$ cat src/rtl/psi_ram.sv
// Generic single-port-write, single-port-read RAM with registered read data.
module psi_ram #(
    parameter int WIDTH = 8,
    parameter int DEPTH = 16
) (
    input  logic                     clk,
    input  logic                     wr_en,
    input  logic [$clog2(DEPTH)-1:0] wr_addr,
    input  logic [WIDTH-1:0]         wr_data,
    input  logic                     rd_en,
    input  logic [$clog2(DEPTH)-1:0] rd_addr,
    output logic [WIDTH-1:0]         rd_data
);

    logic [WIDTH-1:0] mem [DEPTH];

    always_ff @(posedge clk)
    begin
        if (wr_en)
        begin
            mem[wr_addr] <= wr_data;
        end
        if (rd_en)
        begin
            rd_data <= mem[rd_addr];
        end
    end

endmodule

$ cat config.mk
export PLATFORM = sky130hd
export DESIGN_NAME = psi_ram
export DESIGN_NICKNAME = d
export VERILOG_FILES = /design/src/rtl/psi_ram.sv
export SDC_FILE = /design/constraint.sdc
export NUM_CORES = 1
export LEC_CHECK = 0
export BUFFER_PORTS_ARGS = -buffer_cell sky130_fd_sc_hd__buf_4
export CAP_MARGIN = 5
export CORE_ASPECT_RATIO = 1.4
export CORE_UTILIZATION = 45
export DETAILED_ROUTE_END_ITERATION = 8
export PLACE_DENSITY = 0.64
export SKIP_CTS_REPAIR_TIMING = 1
export SYNTH_ARGS = -nofsm -noshare
export SYNTH_HDL_FRONTEND = slang
export SYNTH_SLANG_ARGS = --single-unit
$ cat constraint.sdc
create_clock -name clk -period 2.2 [get_ports clk]
set_input_delay 0.11 -clock clk [delete_from_list [all_inputs] [get_ports clk]]
set_output_delay 0.11 -clock clk [all_outputs]
set_load 0.01 [all_outputs]
# Word-level counts from Yosys, hierarchy flattened
# Memory sizes are Yosys's and may differ from the RTL's. A register that Yosys moved wholly into a read port is not among the register bits.
# Cells that the tools add are included.
totals:
  regBits: 0
  wordCells: 3
  out_inout_bits: 8
  ramBits: 128
  mem_count: 1
  input_bits: 19
memory_table:
  columns: ["name", "words", "width", "rd", "rd_clocked_by_memory_dff", "write_ports", "line_no", "source"]
  rows:
  - ["mem", 16, 8, 1, 1, 1, "15", "logic [WIDTH-1:0] mem [DEPTH];"]
classes:
  muxes: 2
op_table:
  columns: ["operator", "count"]
  rows:
  - ["1-bit 2-to-1 mux", 2]

# Longest topological paths before layout
depth:
  depth_word: 2
  ltp_mapped: 5
  mapped_depth_nobuf: 3

# Worst setup path before layout
# OpenSTA, ideal clock, no wires.
synth_timing:
  path_type: "input port to flip-flop"
  from: "input wr_addr[2]"
  to: "memory mem[0][0], enable pin"
  t_required_ns: 1.817
  setup_slack_ns: 0.597
  stages: 2
  arrival_ns: 1.220
  path_buffers: 0
  setup_time_ns: 0.383
  cell_sequence: "or3b_2 > nor3_1"
synth_lines:
  columns: ["item", "line_no", "source"]
  rows:
  - ["start: declaration", "8", "input logic [$clog2(DEPTH)-1:0] wr_addr,"]
  - ["end: declaration", "15", null]
# No word-level cell before the write port.

==> flow_summary.json <==
{
  "cts.path.max_buffers": 2,
  "port_buffers": 26,
  "firstDrtPassIters": 4,
  "synthCells": 229,
  "outcome": "completed",
  "synth.distinct_cells": 18,
  "clk_latency_ns": 0.40,
  "place_congestion": 0.693,
  "ios": 27,
  "start_kind": "flip-flop",
  "ys_warn_count": 0,
  "grt_antenna_before_repair": 0,
  "synth_seq_area_share": 0.781,
  "place_area_um2": 5670,
  "fin_crit_ns": 1.46,
  "powerDensity_nw_per_um2": 938,
  "min_period_over_period": 0.663,
  "finalSetupViolCount": 0,
  "nets": 303,
  "synth_top_area_share": 0.781,
  "p_leak_nw": 2.10,
  "diodes": 0,
  "path_clk_slew_ns": 0.06,
  "syn_area_per_cell_um2": 22.8,
  "grt_max_degree": 33,
  "place_ws_ns": 0.429,
  "wl_per_cell_um": 22.6,
  "final_layout_size_suffix_gt1_frac": 0.313,
  "clock-sinks": 136,
  "wl_mm": 9.95,
  "h-tree-depth": 4,
  "final_cell_mix": "136 x edfxtp_1, 44 x buf_4, 18 x mux4_2",
  "synthTopCellsByArea": "edfxtp_1 78%, mux4_2 7.8%, mux4_1 7.0%",
  "grt-ovfl-total": 0,
  "hold_viol_final": 0,
  "worstPathRequired_ns": 2.35,
  "worst_slack_ns": 0.741,
  "core_um2": 11300,
  "drtAntennaViolNets": 0,
  "hp-class": "primary input to flip-flop",
  "critPathMaxFanout": 1,
  "chipHeight_um": 130,
  "maxSlewViolCount": 0,
  "ys.flop_type": "edfxtp_1",
  "syn-cell-area_um2": 5230,
  "tns_ns": 0,
  "row_count": 46,
  "grt_util_all_layers": 0.185,
  "cts_root_buf": "clkbuf_16",
  "initial_utilization": 0.461,
  "ys_seq_elements": 136,
  "dp_hpwl_mm": 6.64,
  "vias_per_cell": 5.50,
  "crit_path_cell_trace": "mux4_1 > a22oi_1 > nand2_1",
  "end_kind": "flip-flop",
  "die_x_um": 93.1,
  "synth_fp_nets": 248,
  "num_vias": 2424,
  "max_slew.worst_pin.slew_ns": 0.750,
  "arrival_ns": 1.61,
  "final_area_um2": 6240,
  "final_common_cell": "edfxtp_1",
  "slowest_stage": "mux4_1",
  "synth-edff-count": 136,
  "drtIter0Drc": 211,
  "grt_pass1_wl_mm": 15.2,
  "path_class": "flip-flop to flip-flop",
  "fin_worst_skew_ns": 0.00689,
  "cts_buffers": 17,
  "rsz0062_at_grt": "false",
  "fin_util": 0.551,
  "dieArea_um2": 12100,
  "vdd_drop_max_uv": 470,
  "syn2layout_area_growth_pct": 19.4,
  "slew_headroom": 0.499,
  "synth_area_leader_cell": "edfxtp_1",
  "grt_pass1_vias": 2607,
  "ys_async_sr_fraction": 0,
  "max_freq_mhz": 685,
  "cts_tree": "yes",
  "crit_path_max_incr_delay_ns": 0.51,
  "drc": 0,
  "max-cap-violations": 0,
  "hold_slack_ns": 0.00706
}
==> sequential cells by signal, summed over array words and instances (netlist names) <==
| register | cells |
|---|---|
| rd_data | 8 |
| mem | 128 |
==> per-layer routing <==
metal	global-route usage	part of all wire	up-vias	routed length [µm]
li1	-	-	1092	-
met1	0.228	0.39	1251	3860
met2	0.304	0.55	79	5420
met3	0.0552	0.061	2	603
met4	0.0814	0.0057	0	57
met5	0	0	-	0
==> critical path: cells and delay by family, from the launching register on <==
| family | cells | cell delay, ns |
|---|---|---|
| flops | 1 | 0.35 |
| simple gates | 1 | 0.08 |
| compound gates | 1 | 0.27 |
| mux | 1 | 0.51 |
==> worst paths after layout <==
check	from	depth (start not counted)	slack [ns]	to
setup reg to reg	mem[9][2]	3	0.74	rd_data[2]
hold / removal	wr_data[0]	1	0.007	mem[8][0]
setup / recovery	mem[9][2]	3	0.74	rd_data[2]
hold reg to reg	mem[14][3]	3	0.74	rd_data[3]
==> per-stage QoR <==
stage / total power [mW] / std cells
final: 5.85 / 441
after global routing: 6.05 / 441
after CTS: 5.91 / 440
after detailed placement: 3.27 / 408
after global placement: 3.27 / 408
after floorplan: 3.14 / 229
==> synth_stat cells, types with 2 or more instances <==
cell type / number
mux4_1: 14
nand3b_1: 2
buf_6: 3
edfxtp_1: 136
nor3_1: 4
clkdlybuf4s25_2: 3
nand2b_1: 2
nand2_1: 9
a22oi_1: 16
nor2_1: 13
buf_2: 3
mux4_2: 18
==> area by class of cell <==
cell class	instances	area [µm²]
clock inverters	15	136
clock buffers	17	425
repair buffers	46	360
multi-input cells	83	1060
well taps	144	180
flip-flops and latches	136	4080
fillers	845	5090
==> power breakdown <==
group	internal (mW)	switching [mW]	total (mW)
logic	0.128	0.151	0.279
registers	2.92	0.0156	2.94
clock network	1.64	0.998	2.64
==> cell families after synthesis <==
family	count (synthesis)	synth area share
flops	136	0.781
simple gates	35	0.0314
mux	32	0.148
compound gates	16	0.0230
buf+inv	10	0.0165
(Power assumes the default switching activity.)
