**config.mk**
```make
export PLATFORM = sky130hd
export DESIGN_NAME = psi_divider
export DESIGN_NICKNAME = d
export VERILOG_FILES = /design/src/rtl/psi_pkg.sv /design/src/rtl/psi_divider.sv
export SDC_FILE = /design/constraint.sdc
export NUM_CORES = 1
export LEC_CHECK = 0
export BUFFER_PORTS_ARGS = -buffer_cell sky130_fd_sc_hd__buf_2
export CAP_MARGIN = 5
export CORE_ASPECT_RATIO = 0.75
export CORE_MARGIN = 2
export CORE_UTILIZATION = 58
export CTS_CLUSTER_DIAMETER = 50
export CTS_CLUSTER_SIZE = 25
export DETAILED_ROUTE_END_ITERATION = 8
export GPL_ROUTABILITY_DRIVEN = 1
export PLACE_DENSITY_LB_ADDON = 0.12
export SLEW_MARGIN = 0
export SYNTH_ARGS = -nofsm -noshare
export SYNTH_HDL_FRONTEND = slang
export SYNTH_SLANG_ARGS = --single-unit
```
**constraint.sdc**
```tcl
create_clock -name clk -period 5.1 [get_ports clk]
set_input_delay 0.765 -clock clk [delete_from_list [all_inputs] [get_ports clk]]
set_output_delay 0.765 -clock clk [all_outputs]
set_load 0.01 [all_outputs]
```
**src/rtl/psi_pkg.sv**
```systemverilog
// Shared constants, types and codes for the power spectrum integrator.
package psi_pkg;

    localparam int DEF_MAX_BINS    = 1024;
    localparam int DEF_SAMPLE_BITS = 16;

    localparam int ACC_BITS  = 48;
    localparam int OUT_BITS  = 32;
    localparam int CNT_BITS  = 16;
    localparam int BINS_BITS = 11;
    localparam int CFG_BITS  = 16;
    localparam int IDX_BITS  = 1;

    localparam logic [IDX_BITS-1:0] REG_BINS_IN_USE      = 1'd0;
    localparam logic [IDX_BITS-1:0] REG_SPECTRA_PER_DUMP = 1'd1;

    localparam logic [BINS_BITS-1:0] RST_BINS_IN_USE      = 11'd1024;
    localparam logic [CNT_BITS-1:0]  RST_SPECTRA_PER_DUMP = 16'd1024;

    typedef struct packed {
        logic                done;
        logic [OUT_BITS-1:0] quotient;
    } psi_div_res_t;

endpackage

```
**src/rtl/psi_divider.sv**
```systemverilog
// Bit-serial divider of a bin total by the period, saturating to 32 bits.
module psi_divider (
    input  logic                           clk,
    input  logic                           rst_n,
    input  logic                           start,
    input  logic [psi_pkg::ACC_BITS-1:0]   dividend,
    input  logic [psi_pkg::CNT_BITS-1:0]   divisor,
    output psi_pkg::psi_div_res_t          res
);

    import psi_pkg::*;

    logic                busy_reg;
    logic                chk_reg;
    logic                done_reg;
    logic [4:0]          step_reg;
    logic [CNT_BITS-1:0] rem_reg;
    logic [OUT_BITS-1:0] low_reg;
    logic [CNT_BITS:0]   trial;
    logic                fits;

    assign trial = {rem_reg, low_reg[OUT_BITS-1]};
    assign fits  = trial >= {1'b0, divisor};

    always_ff @(posedge clk or negedge rst_n)
    begin
        if (!rst_n)
        begin
            busy_reg <= 1'b0;
            chk_reg  <= 1'b0;
            done_reg <= 1'b0;
            step_reg <= '0;
        end
        else
        begin
            done_reg <= 1'b0;
            if (start)
            begin
                busy_reg <= 1'b1;
                chk_reg  <= 1'b1;
            end
            else if (busy_reg && chk_reg)
            begin
                chk_reg  <= 1'b0;
                step_reg <= 5'd31;
                if (rem_reg >= divisor)
                begin
                    busy_reg <= 1'b0;
                    done_reg <= 1'b1;
                end
            end
            else if (busy_reg)
            begin
                step_reg <= step_reg - 5'd1;
                if (step_reg == 5'd0)
                begin
                    busy_reg <= 1'b0;
                    done_reg <= 1'b1;
                end
            end
        end
    end

    always_ff @(posedge clk)
    begin
        if (start)
        begin
            rem_reg <= dividend[ACC_BITS-1:OUT_BITS];
            low_reg <= dividend[OUT_BITS-1:0];
        end
        else if (busy_reg && chk_reg)
        begin
            if (rem_reg >= divisor)
            begin
                low_reg <= '1;
            end
        end
        else if (busy_reg)
        begin
            if (fits)
            begin
                rem_reg <= CNT_BITS'(trial - {1'b0, divisor});
            end
            else
            begin
                rem_reg <= trial[CNT_BITS-1:0];
            end
            low_reg <= {low_reg[OUT_BITS-2:0], fits};
        end
    end

    assign res.done     = done_reg;
    assign res.quotient = low_reg;

endmodule

```
=== Word level (Yosys, flattened, before mapping) ===
Cells that the tools add are included.

* Register bits after elaboration: 56
* Bits in latches: 0
* RAM bits: 0
* ROM bits: 0
* Input port bits: 67
* Memories kept: 0

* $add $sub $neg: 2
* Multiply operators: 0
* Div/mod/pow operators: 0
* $lt $le $gt $ge: 2
* Equality and inequality tests: 2
* Shift operators: 0
* Muxes and demuxes: 22
* Bitwise logic cells: 1
* Reductions and logical operators: 9

{| class="wikitable"
|+ Operators with widths
! operator !! count
|-
| $mux 32 || 4
|-
| $mux 16 || 4
|-
| $ge 17x16->1 || 1
|-
| $ge 16x16->1 || 1
|-
| $sub 16x16->16 || 1
|-
| $mux 1 || 12
|-
| $mux 5 || 2
|-
| $reduce_and 2->1 || 3
|-
| $reduce_bool 2->1 || 3
|-
| $logic_not 5->1 || 1
|-
| $sub 5x1->5 const B || 1
|-
| $ne 3x2->1 const B || 1
|-
| $reduce_bool 3->1 || 1
|-
| $ne 2x2->1 const B || 1
|-
| $logic_and 1x1->1 || 1
|-
| $not 1->1 || 1
|}

=== Depth between registers and ports, before layout ===
Gate-level depths: netlist (run 1).

* Depth after elaboration: 5
* Mapped depth: 10
* Gate-level depth less buffers: 10

=== Worst setup path before layout (run 1) ===
OpenSTA, ideal clock, no wires.

* Path kind: input-to-reg
* Start point: input divisor[9] (netlist name)
* End point: register low_reg[0], enable pin
* Library setup time: 0.388 ns
* Arrival: 2.465 ns
* Path slack: 2.247 ns
* Stages on the path: 8
* Path buffers: 0
* Cells stage by stage: inv_1 > ha_1 > a21o_1 > a21o_1 > a211oi_1 > o31a_1 > o21ai_0 > a21o_1

* Longest elaborated chain between the ends: 3

{| class="wikitable"
|+ RTL lines
! item !! line !! RTL
|-
| from (decl) || psi_divider.sv:7 || <nowiki>input logic [psi_pkg::CNT_BITS-1:0] divisor,</nowiki>
|-
| $ge 16x16->1 || psi_divider.sv:73 || <nowiki>if (rem_reg >= divisor)</nowiki>
|-
| $ne 3x2->1 (no source line) || n/a ||
|-
| $reduce_and 2->1 (no source line) || n/a ||
|-
| to (signal assigned) || psi_divider.sv:69 || <nowiki>low_reg <= dividend[OUT_BITS-1:0];</nowiki>
|-
| to (signal assigned) || psi_divider.sv:88 || <nowiki>low_reg <= {low_reg[OUT_BITS-2:0], fits};</nowiki>
|-
| to (decl) || psi_divider.sv:18 || <nowiki>logic [OUT_BITS-1:0] low_reg;</nowiki>
|}

No other way between the ends.
A chain may end at the register's enable or synchronous reset.

=== Final worst setup path (run 1) ===
* Start point: input divisor[0] (netlist name)
* End point: register rem_reg[12] (data pin)

* Longest elaborated chain between the ends: 5

{| class="wikitable"
|+ RTL lines
! item !! line !! RTL
|-
| $sub 16x16->16 or $ge 17x16->1 (tied branches) || psi_divider.sv:82, psi_divider.sv:23 ||
|-
| $mux 16 * || psi_divider.sv:80 || <nowiki>if (fits)</nowiki>
|-
| $mux 16 * || psi_divider.sv:78 || <nowiki>else if (busy_reg)</nowiki>
|-
| $mux 16 * || psi_divider.sv:71 || <nowiki>else if (busy_reg && chk_reg)</nowiki>
|-
| $mux 16 * || psi_divider.sv:66 || <nowiki>if (start)</nowiki>
|-
| to (signal assigned) || psi_divider.sv:68 || <nowiki>rem_reg <= dividend[ACC_BITS-1:OUT_BITS];</nowiki>
|-
| to (signal assigned) || psi_divider.sv:82 || <nowiki>rem_reg <= CNT_BITS'(trial - {1'b0, divisor});</nowiki>
|-
| to (signal assigned) || psi_divider.sv:86 || <nowiki>rem_reg <= trial[CNT_BITS-1:0];</nowiki>
|-
| to (decl) || psi_divider.sv:17 || <nowiki>logic [CNT_BITS-1:0] rem_reg;</nowiki>
|}

Every way passes the cells marked *; elsewhere a longest branch is shown, timed or not. The select of a mux whose other input is x is not followed.

==> reports/metrics.yaml, run 1 <==
viasPerCell: 6.38
met3_length_um: 831
diodes: 0
cp_slowest_stage_delay_ps: 410
synthArstFlopShare_pct: 14.3
synth_edf_count: 48
num_vias: 3447
critPathBufInv: 2
start_util_pct: 60.3
slowest_stage: "fa_1"
yosysMostFrequentCell: "edfxtp_1"
worstSetupPathType: "input port to register"
arrival_ps: 2920
syn_area_per_cell_um2: 10.5
dr.pass1.iters: 5
fmax_ghz: 0.349
ys_top_cells_by_area: "edfxtp_1 (38%), ha_1 (11%), o22a_1 (7.4%)"
synth_seq_cells: 56
dr.first_iter.drc_count: 246
met1Wirelength_mm: 4.58
worstSetupStartpointType: "input port"
dr_wl_met2_mm: 4.44
grt_pass1_wl_mm: 15.6
crit_fanout: 4
fin_crit_sh_pct: 56.2
topRoutingLayerUsed: "met4"
largest_register_ffs: 32
wl_mm: 9.98
cts_buffers: 5
ys_seq_area_share_pct: 43.1
leakage_nw: 1.91
worstPathCellList: "buf_2 -> ha_1 -> inv_1 -> fa_1 -> a21o_1 -> a221oi_2 -> a21boi_1 -> and4_1 -> nor3_1 -> o31ai_1"
placed_cell_area_mm2: 0.00437
hold_viol: 0
grt_start_max_net_pins: 44
hp-class: "input port to async pin"
finalSetupTns_ps: 0
design.core.area_mm2: 0.00632
drc: 0
ir_drop_uv: 182
maxCapViolCount: 0
antenna_left: 0
htreeDepth: 2
holdBufCountCts: 0
power.density_mw_per_mm2: 413
clk_latency_ps: 320
ctsRootBufferMaster: "clkbuf_8"
postCtsSetupRepairBufs: 0
ys_warn_count: 0
setup_viol_count_final: 0
place.gp.congestion: 0.954
syn_area_mm2: 0.00381
grt_pass1_vias: 3085
area_delta_synth_final_pct: 17.3
clkTransAtPathRegs_ps: 110
yosys.area.top_type_share_pct: 37.8
cp.required_ps: 5150
clockBufferDepth: 2
synth_cells: 363
synth_flop_cell: "edfxtp_1"
dieArea_mm2: 0.00724
fin_nets: 560
outcome: "finished clean"
finalCriticalPeriod_ps: 2870
portBuffers: 99
slew_violations: 0
rsz0062_at_grt: "no"
endpoint_kind: "register"
dpl.hpwl_mm: 7.27
yosys.area.top_type: "edfxtp_1"
skew_ps: 12.3
rows: 25
cts-resized-gates: 0
clkSinkCount: 56
wl_per_cell_um: 18.5
ioPinCount: 100
cp_top_family: "compound AO/OA/AOI/OAI gates"
grt_util_all_layers_pct: 27.1
cts_tree: "built"
synth_nets: 465
antenna_found_initial: 0
drive_gt1_share_pct: 27.0
grt-ovfl-total: 0
fp.dieW_um: 97.6
ys_types: 63
synthTopCellsByCount: "edfxtp_1 (48), ha_1 (34), o22a_1 (32)"
worst_slew_pin_slew_ps: 978
slew-limit-headroom_pct: 34.8
fin_area_mm2: 0.00447
die-height_um: 74.2
final cells by class:
class                      instances  area [µm²]
tap                               81         101
timing repair buffer             102         518
fill                             515        1850
inverter                          26        97.6
clock buffer                       5        68.8
clock inverter                     3        27.5
multi-input combinational        267        2020
sequential                        56        1640
worst paths after layout:
check / from / endpoint / depth (start not counted) / slack [ps]
worst max-delay path: divisor[0] / rem_reg[12] / 10 / 2230
worst min-delay path: rst_n / done_reg / 1 / 260
worst max register to register: low_reg[31] / rem_reg[12] / 10 / 2260
worst min register to register: step_reg[0] / step_reg[0] / 1 / 520
max in group asynchronous: rst_n / step_reg[0] / 1 / 4670
min in group clk: step_reg[0] / step_reg[0] / 1 / 520
cell families after synthesis:
| logic type | Yosys count | synth area share (%) |
|---|---|---|
| AO/OA/AOI/OAI | 140 | 27.0 |
| adder cells (fa/ha/maj) | 35 | 11.7 |
| buffers and inverters | 40 | 4.27 |
| AND/OR/NAND/NOR | 81 | 11.5 |
| flip-flops | 56 | 43.1 |
| XOR/XNOR | 11 | 2.53 |
per-stage QoR:
stage | power (mW) | util [%] | instances | hold slack [ps] | worst slack [ps]
2_1_floorplan | 1.31 | - | 363 | 462 | 2250
3_3_place_gp | 1.53 | 69.2 | 532 | 496 | 2060
3_5_place_dp | 1.56 | 69.2 | 532 | 501 | 2030
4_1_cts | 1.83 | 70.8 | 540 | 269 | 2360
5_1_grt | 1.95 | 70.8 | 540 | 273 | 2180
6_report | 1.85 | 70.8 | 540 | 264 | 2230
report_power, final:
group | internal (mW) | switching, mW
Combinational | 0.351 | 0.522
Sequential | 0.630 | 0.0788
Clock | 0.101 | 0.164
per-layer routing:
layer / global-route usage (%) / vias up
met2: 42.0 / 203
li1: - / 1617
met3: 4.98 / 16
met4: 6.17 / 0
met1: 40.3 / 1611
met5: 0 / -
cell usage in the layout (no fill, tap or decap), types with 6 or more instances in the layout:
cell type  count
buf_2         99
edfxtp_1      48
ha_1          34
o22a_1        32
inv_1         26
a21oi_1       24
nand2_1       22
o21ai_0       14
nor2_1        14
a31oi_1        9
a21o_1         9
nand3_1        9
xnor2_1        9
dfrtp_1        8
and2_1         6
a211oi_1       6
Power figures use the tool's default switching activity.
==> run 2: changes to the inputs <==
--- a/config.mk
+++ b/config.mk
@@ -9,7 +9,7 @@
 export CAP_MARGIN = 5
 export CORE_ASPECT_RATIO = 0.75
 export CORE_MARGIN = 2
-export CORE_UTILIZATION = 58
+export CORE_UTILIZATION = 54
 export CTS_CLUSTER_DIAMETER = 50
 export CTS_CLUSTER_SIZE = 25
 export DETAILED_ROUTE_END_ITERATION = 8
==> constraint.sdc (replaced) <==
create_clock -name clk -period 2.8 [get_ports clk]
set_input_delay 0.42 -clock clk [delete_from_list [all_inputs] [get_ports clk]]
set_output_delay 0.42 -clock clk [all_outputs]
set_load 0.01 [all_outputs]
==> run 2 against run 1 <==
  * First-iteration DRC count down 35%
  * Flip-flop and latch count unchanged
  * Clock-buffer cell count grew 1
  * Critical path depth unchanged
  * Setup slack lost 2100 ps
  * Clock power is 140% higher
  * Highest routed layer unchanged
  * Worst hold slack better by 120 ps
  * Critical path type is now register to register
  * Core utilization decreased by 3.6 points
  * Global-route usage down 0.31 points
  * Register-to-register slack lost 2100 ps
  * Largest cell class unchanged
  * Non-clock buffer count grew 7
==> reports/metrics.yaml, run 2 (synthesized netlist as in run 1, its figures left out) <==
power_frac_seq_pct: 36.4  # -2.0 points
slew_violations: 0  # unchanged
worstSetupPathType: "register to register"
clkTransAtPathRegs_ps: 100  # about the same
drc: 0  # unchanged
r2r_cells: 10  # unchanged
num_vias: 3309  # -4.0%
worst_slew_pin_slew_ps: 640  # -338 ps
fin_crit_sh_pct: 93.8
fp.dieW_um: 101  # +3.5%
use_met3_pct: 5.93  # +0.94 points
antenna_left: 0  # unchanged
arrival_ps: 2710  # -210 ps
clkSinkCount: 56  # unchanged
hold_viol: 0  # unchanged
slew-limit-headroom_pct: 57.4  # +23 points
nFillCells: 548  # +6.4%
p_sw_mw: 1.35  # +77%
wl_mm: 9.98  # about the same
mostFrequentLayoutCells: "buf_2 (99), edfxtp_1 (48), ha_1 (34), o22a_1 (32), inv_1 (26)"
clockBufferDepth: 2  # unchanged
fin_nets: 567  # +1.3%
final_cell_count_no_fill: 550  # +1.9%
antenna_found_initial: 0  # unchanged
viasPerCell: 6.02  # -5.7%
dp.cells: 541  # +1.7%
htreeDepth: 2  # unchanged
total_power_mw: 3.54  # +92%
setup_viol_count_final: 0  # unchanged
wl_per_cell_um: 18.2  # -1.8%
diodes: 0  # unchanged
place.gp.congestion: 0.836  # -12%
grt-ovfl-total: 0  # unchanged
cp.required_ps: 2880  # -2270 ps
area_delta_synth_final_pct: 20.3
grt_pass1_vias: 3195  # +3.6%
dr.pass1.iters: 6  # +1
swShare_pct: 38.3  # -3.1 points
use_met1_pct: 40.2  # -0.14 points
endpoint_kind: "register"
portBuffers: 99  # unchanged
ctsRootBufferMaster: "clkbuf_8"
grt_start_max_net_pins: 37  # -16%
grt.met2_usage_pct: 38.2  # -3.8 points
hp-class: "input port to register"
ir_drop_uv: 308  # +70%
layout_commonest_cell: "buf_2"
outcome: "finished clean"
cts_tree: "built"
start_util_pct: 55.8  # -4.5 points
finalSetupTns_ps: 0  # unchanged
dpl.hpwl_mm: 7.26  # about the same
clk_latency_ps: 320  # about the same
grt_pass1_wl_mm: 16.2  # +4.2%
die-height_um: 76.8  # +3.4%
design.core.area_mm2: 0.00683  # +8.1%
finalCriticalPeriod_ps: 2630
leakage_nw: 1.96  # +3.0%
combPwrFrac_pct: 45.5  # -1.8 points
power.density_mw_per_mm2: 772  # +87%
crit_fanout: 4  # unchanged
cts_buffers: 5  # unchanged
worstSetupStartpointType: "register"
rsz0062_at_grt: "no"
maxCapViolCount: 0  # unchanged
largest_register_ffs: 32  # unchanged
rows: 26  # +4.0%
dieArea_mm2: 0.00775  # +7.0%
grt.busiest_layer: "met1"
fmax_ghz: 0.381
whs_path_depth: 2
drive_gt1_share_pct: 27.5  # +0.45 points
skew_ps: 6.81  # -5.52 ps
ioPinCount: 100  # unchanged
clkPwrFrac_pct: 18.1  # +3.7 points
internal_power_mw: 2.19  # +100%
grt_util_all_layers_pct: 26.8  # -0.31 points
dr.first_iter.drc_count: 159  # -35%
## run 2: routing by layer
metal | routed length (µm) | up-vias
li1 | - | 1620
met5 | 0 | -
met3 | 684 | 16
met4 | 161 | 0
met2 | 4370 | 115
met1 | 4770 | 1558
## run 2: path summary, 6_finish.rpt
path / start / slack, ps / to
min: dividend[27] / 380 / low_reg[27]
max: low_reg[31] / 170 / rem_reg[8]
max reg2reg: low_reg[31] / 170 / rem_reg[8]
min reg2reg: step_reg[4] / 540 / step_reg[4]
max in group asynchronous: rst_n / 2170 / step_reg[0]
min in group asynchronous: rst_n / 460 / step_reg[1]
## run 2: final cells by class
class	instances	area (µm²)	share of cell area (%)
inverters	26	97.6	2.13
well taps	84	105	2.29
multi-input cells	267	2020	44.1
clock buffers	6	72.6	1.58
clock inverters	2	60.1	1.31
repair buffers	109	586	12.8
flip-flops and latches	56	1640	35.8
## run 2: critical path, stage by stage (launching register included)
cell and delay [ps]:
edfxtp_1 430, inv_1 80, ha_1 170, inv_1 60, fa_1 400, a21o_1 230
a221oi_4 330, o21ai_1 130, xnor2_1 150, a211oi_1 60, a311o_1 350
## run 2: through the flow
| step | hold WS, ps | utilization (%) | instance area, µm² | worst slack (ps) |
|---|---|---|---|---|
| 2_1_floorplan | 124 | - | 3810 | 292 |
| 3_5_place_dp | 274 | 64.9 | 4430 | 57.6 |
| 6_report | 380 | 67.1 | 4590 | 172 |
| 5_1_grt | 381 | 67.1 | 4590 | 44.2 |
| 3_3_place_gp | 269 | 64.9 | 4430 | 134 |
| 4_1_cts | 379 | 67.0 | 4570 | 106 |
## run 2: repair_timing
item                                   4_1_cts  5_1_grt
endpoints found under the hold margin        8        0
resized for setup                            0        1
hold buffers                                 1        0
setup endpoints to repair                    0        2
setup buffers                                0        0
## run 2: power by group through the flow
stage | sequential, mW | clock (mW) | combinational [mW]
2_1_floorplan | 1.31 | 0 | 1.08
3_3_place_gp | 1.30 | 0 | 1.52
3_5_place_dp | 1.30 | 0 | 1.55
4_1_cts | 1.29 | 0.650 | 1.57
5_1_grt | 1.32 | 0.676 | 1.78
6_report | 1.29 | 0.642 | 1.61
==> run 3: changes to the inputs <==
--- a/config.mk
+++ b/config.mk
@@ -10,6 +10,7 @@
 export CORE_ASPECT_RATIO = 0.75
 export CORE_MARGIN = 2
 export CORE_UTILIZATION = 54
+export CTS_BUF_LIST = sky130_fd_sc_hd__clkbuf_16
 export CTS_CLUSTER_DIAMETER = 50
 export CTS_CLUSTER_SIZE = 25
 export DETAILED_ROUTE_END_ITERATION = 8
==> constraint.sdc (replaced) <==
create_clock -name clk -period 2.5 [get_ports clk]
set_input_delay 0.375 -clock clk [delete_from_list [all_inputs] [get_ports clk]]
set_output_delay 0.375 -clock clk [all_outputs]
set_load 0.01 [all_outputs]
==> run 3 against run 2 <==
  * Largest power group unchanged
  * Final cell count rose by 4.2%
  * Register-to-register slack got worse by 90 ps
  * Setup slack worse by 85 ps
  * Routed wire length is 0.23% lower
  * Via count increased by 2.8%
  * Non-clock buffer count up 23
  * Clock-buffer cell count stayed put
  * First-iteration DRC count rose by 3.1%
  * Maximum frequency rose by 8.9%
  * Clock skew decreased by 1.4 ps
  * Global-route usage is 0.53 points lower
  * Die area unchanged
==> reports/metrics.yaml, run 3 (synthesized netlist as in run 1, its figures left out) <==
outcome: "finished clean"
slew-limit-headroom_pct: 67.3  # +9.9 points
ir_drop_uv: 465  # +51%
multi_input_area_mm2: 0.00208  # +2.6%
combPwrFrac_pct: 46.3  # +0.8 points
diodes: 0  # unchanged
clockBufferDepth: 2  # unchanged
antenna_found_initial: 0  # unchanged
cts_buffers: 5  # unchanged
cts_tree: "built"
final.setup.worst_slack_ps: 87.3  # -85.1 ps
crit_fanout: 4  # unchanged
fin_crit_sh_pct: 96.5  # +2.7 points
antenna_left: 0  # unchanged
dp.cells: 562  # +3.9%
place.gp.congestion: 0.898  # +7.4%
htreeDepth: 2  # unchanged
grt_start_max_net_pins: 33  # -11%
dieArea_mm2: 0.00775  # unchanged
fmax_ghz: 0.414  # +8.9%
grt_pass1_wl_mm: 16.1  # -0.97%
leakage_nw: 2.10  # +7.2%
min_from: "dividend[34]"
dr.pass1.iters: 5  # -1
arrival_ps: 2450  # -260 ps
rows: 26  # unchanged
r2r-end: "rem_reg[12]"
internal_power_mw: 2.72  # +25%
hold_viol: 0  # unchanged
r2r-start: "low_reg[31]"
worstSetupStartpointType: "register"
finalSetupTns_ps: 0  # unchanged
area_delta_synth_final_pct: 27.5
final_cell_count_no_fill: 573  # +4.2%
power.density_mw_per_mm2: 883  # +14%
use_met3_pct: 4.01  # -1.9 points
clk_latency_ps: 290  # -30 ps
whs_path_depth: 3  # +1
clkSinkCount: 56  # unchanged
placed_cell_area_mm2: 0.00459  # +3.6%
viasPerCell: 5.94  # -1.3%
ioPinCount: 100  # unchanged
clkTransAtPathRegs_ps: 70  # -30 ps
nFillCells: 527  # -3.8%
grt_util_all_layers_pct: 26.3  # -0.53 points
seq_area_mm2: 0.00164  # unchanged
drive_gt1_share_pct: 33.1  # +5.7 points
use_met1_pct: 39.8  # -0.38 points
ctsRootBufferMaster: "clkbuf_16"
fp.dieW_um: 101  # unchanged
whs_endpoint: "rem_reg[2]"
fin_area_mm2: 0.00486  # +6.0%
grt.met2_usage_pct: 40.3  # +2.1 points
fin_nets: 590  # +4.1%
timing.hold.ws_ps: 362  # -18.1 ps
design.core.area_mm2: 0.00683  # unchanged
dpl.hpwl_mm: 7.43  # +2.2%
grt-ovfl-total: 0  # unchanged
start_util_pct: 55.8  # unchanged
worstSetupPathType: "register to register"
mostFrequentLayoutCells: "buf_2 (99), edfxtp_1 (48), o22a_1 (32), ha_1 (31), buf_4 (31)"
p_sw_mw: 1.57  # +16%
cp.required_ps: 2540  # -340 ps
maxCapViolCount: 0  # unchanged
dr.first_iter.drc_count: 164  # +3.1%
portBuffers: 99  # unchanged
endpoint_kind: "register"
finalCriticalPeriod_ps: 2410  # -215 ps
hp-class: "input port to register"
reg2reg_slack_ps: 90  # -90 ps
wl_mm: 9.96  # -0.23%
power_frac_seq_pct: 33.6  # -2.8 points
wl_per_cell_um: 17.4  # -4.2%
die-height_um: 76.8  # unchanged
r2r_cells: 11  # +1
grt_pass1_vias: 3278  # +2.6%
place_ws_ps: -117  # -174 ps
grt.busiest_layer: "met2"
clkPwrFrac_pct: 20.1  # +2.0 points
drc: 0  # unchanged
layout_commonest_cell: "buf_2"
slew_violations: 0  # unchanged
setup_viol_count_final: 0  # unchanged
worst_slew_pin_slew_ps: 489  # -150 ps
rsz0062_at_grt: "yes"
num_vias: 3402  # +2.8%
swShare_pct: 36.5  # -1.7 points
skew_ps: 5.37  # -1.44 ps
largest_register_ffs: 32  # unchanged
[run 3: cell types whose count changed in the layout (fill, tap and decap cells not counted), moves of 2 or more]
cell       before  now
buf_4           8   31
clkbuf_16       0    6
clkbuf_8        5    0
ha_1           34   31
ha_4            0    2
inv_2           0    2
[run 3: worst max path at each step]
stage / start / end / slack (ps) / cells after the start
after global routing: low_reg[31] / rem_reg[12] / -40 / 11
after global placement: divisor[0] / rem_reg[8] / -70 / 11
after floorplan: low_reg[31] / rem_reg[8] / 5 / 10
after detailed placement: divisor[0] / rem_reg[8] / -120 / 11
after CTS: rem_reg[13] / rem_reg[11] / 30 / 8
final: low_reg[31] / rem_reg[12] / 90 / 11
[run 3: metal layers]
| layer | vias up | routed length [µm] | part of all wire, % |
|---|---|---|---|
| met4 | 0 | 89 | 0.89 |
| met5 | - | 0 | 0 |
| met1 | 1586 | 4700 | 47 |
| li1 | 1672 | - | - |
| met2 | 134 | 4410 | 44 |
| met3 | 10 | 760 | 7.6 |
[run 3: cell type report]
cell class	count	area share (%)
clock buffer	6	3.09
clock inverter	2	0.695
inverter	26	2.01
multi-input combinational	267	42.7
sequential	56	33.8
tap	84	2.16
timing repair buffer	132	15.6
[run 3: what timing repair did]
item,CTS,global route
pin swaps,4,4
setup buffers,1,1
gates resized for setup,3,12
setup endpoints to repair,3,16
hold endpoints to repair,8,0
hold buffers,1,0
[run 3: worst max-delay path, cell delays in order, from the launching register on]
cell	delay (ps)
edfxtp_1	410
inv_2	80
ha_4	130
inv_2	40
fa_2	360
a21o_1	190
a221oi_2	220
buf_4	170
a21boi_2	90
and4_1	230
nor3_2	170
o31ai_1	80
[run 3: power groups by stage]
stage | clock, mW | combinational [mW] | sequential (mW)
floorplan | 0 | 1.21 | 1.47
global placement | 0 | 1.84 | 1.45
detailed placement | 0 | 1.88 | 1.45
CTS | 0.869 | 1.91 | 1.44
global route | 0.904 | 2.18 | 1.47
finish | 0.862 | 1.99 | 1.44
[run 3: through the flow]
| stage | total power, mW | util [%] |
|---|---|---|
| 4_1_cts | 4.21 | 70.2 |
| 3_5_place_dp | 3.33 | 67.2 |
| 6_report | 4.29 | 71.2 |
| 2_1_floorplan | 2.68 | - |
| 5_1_grt | 4.55 | 71.2 |
| 3_3_place_gp | 3.29 | 67.2 |
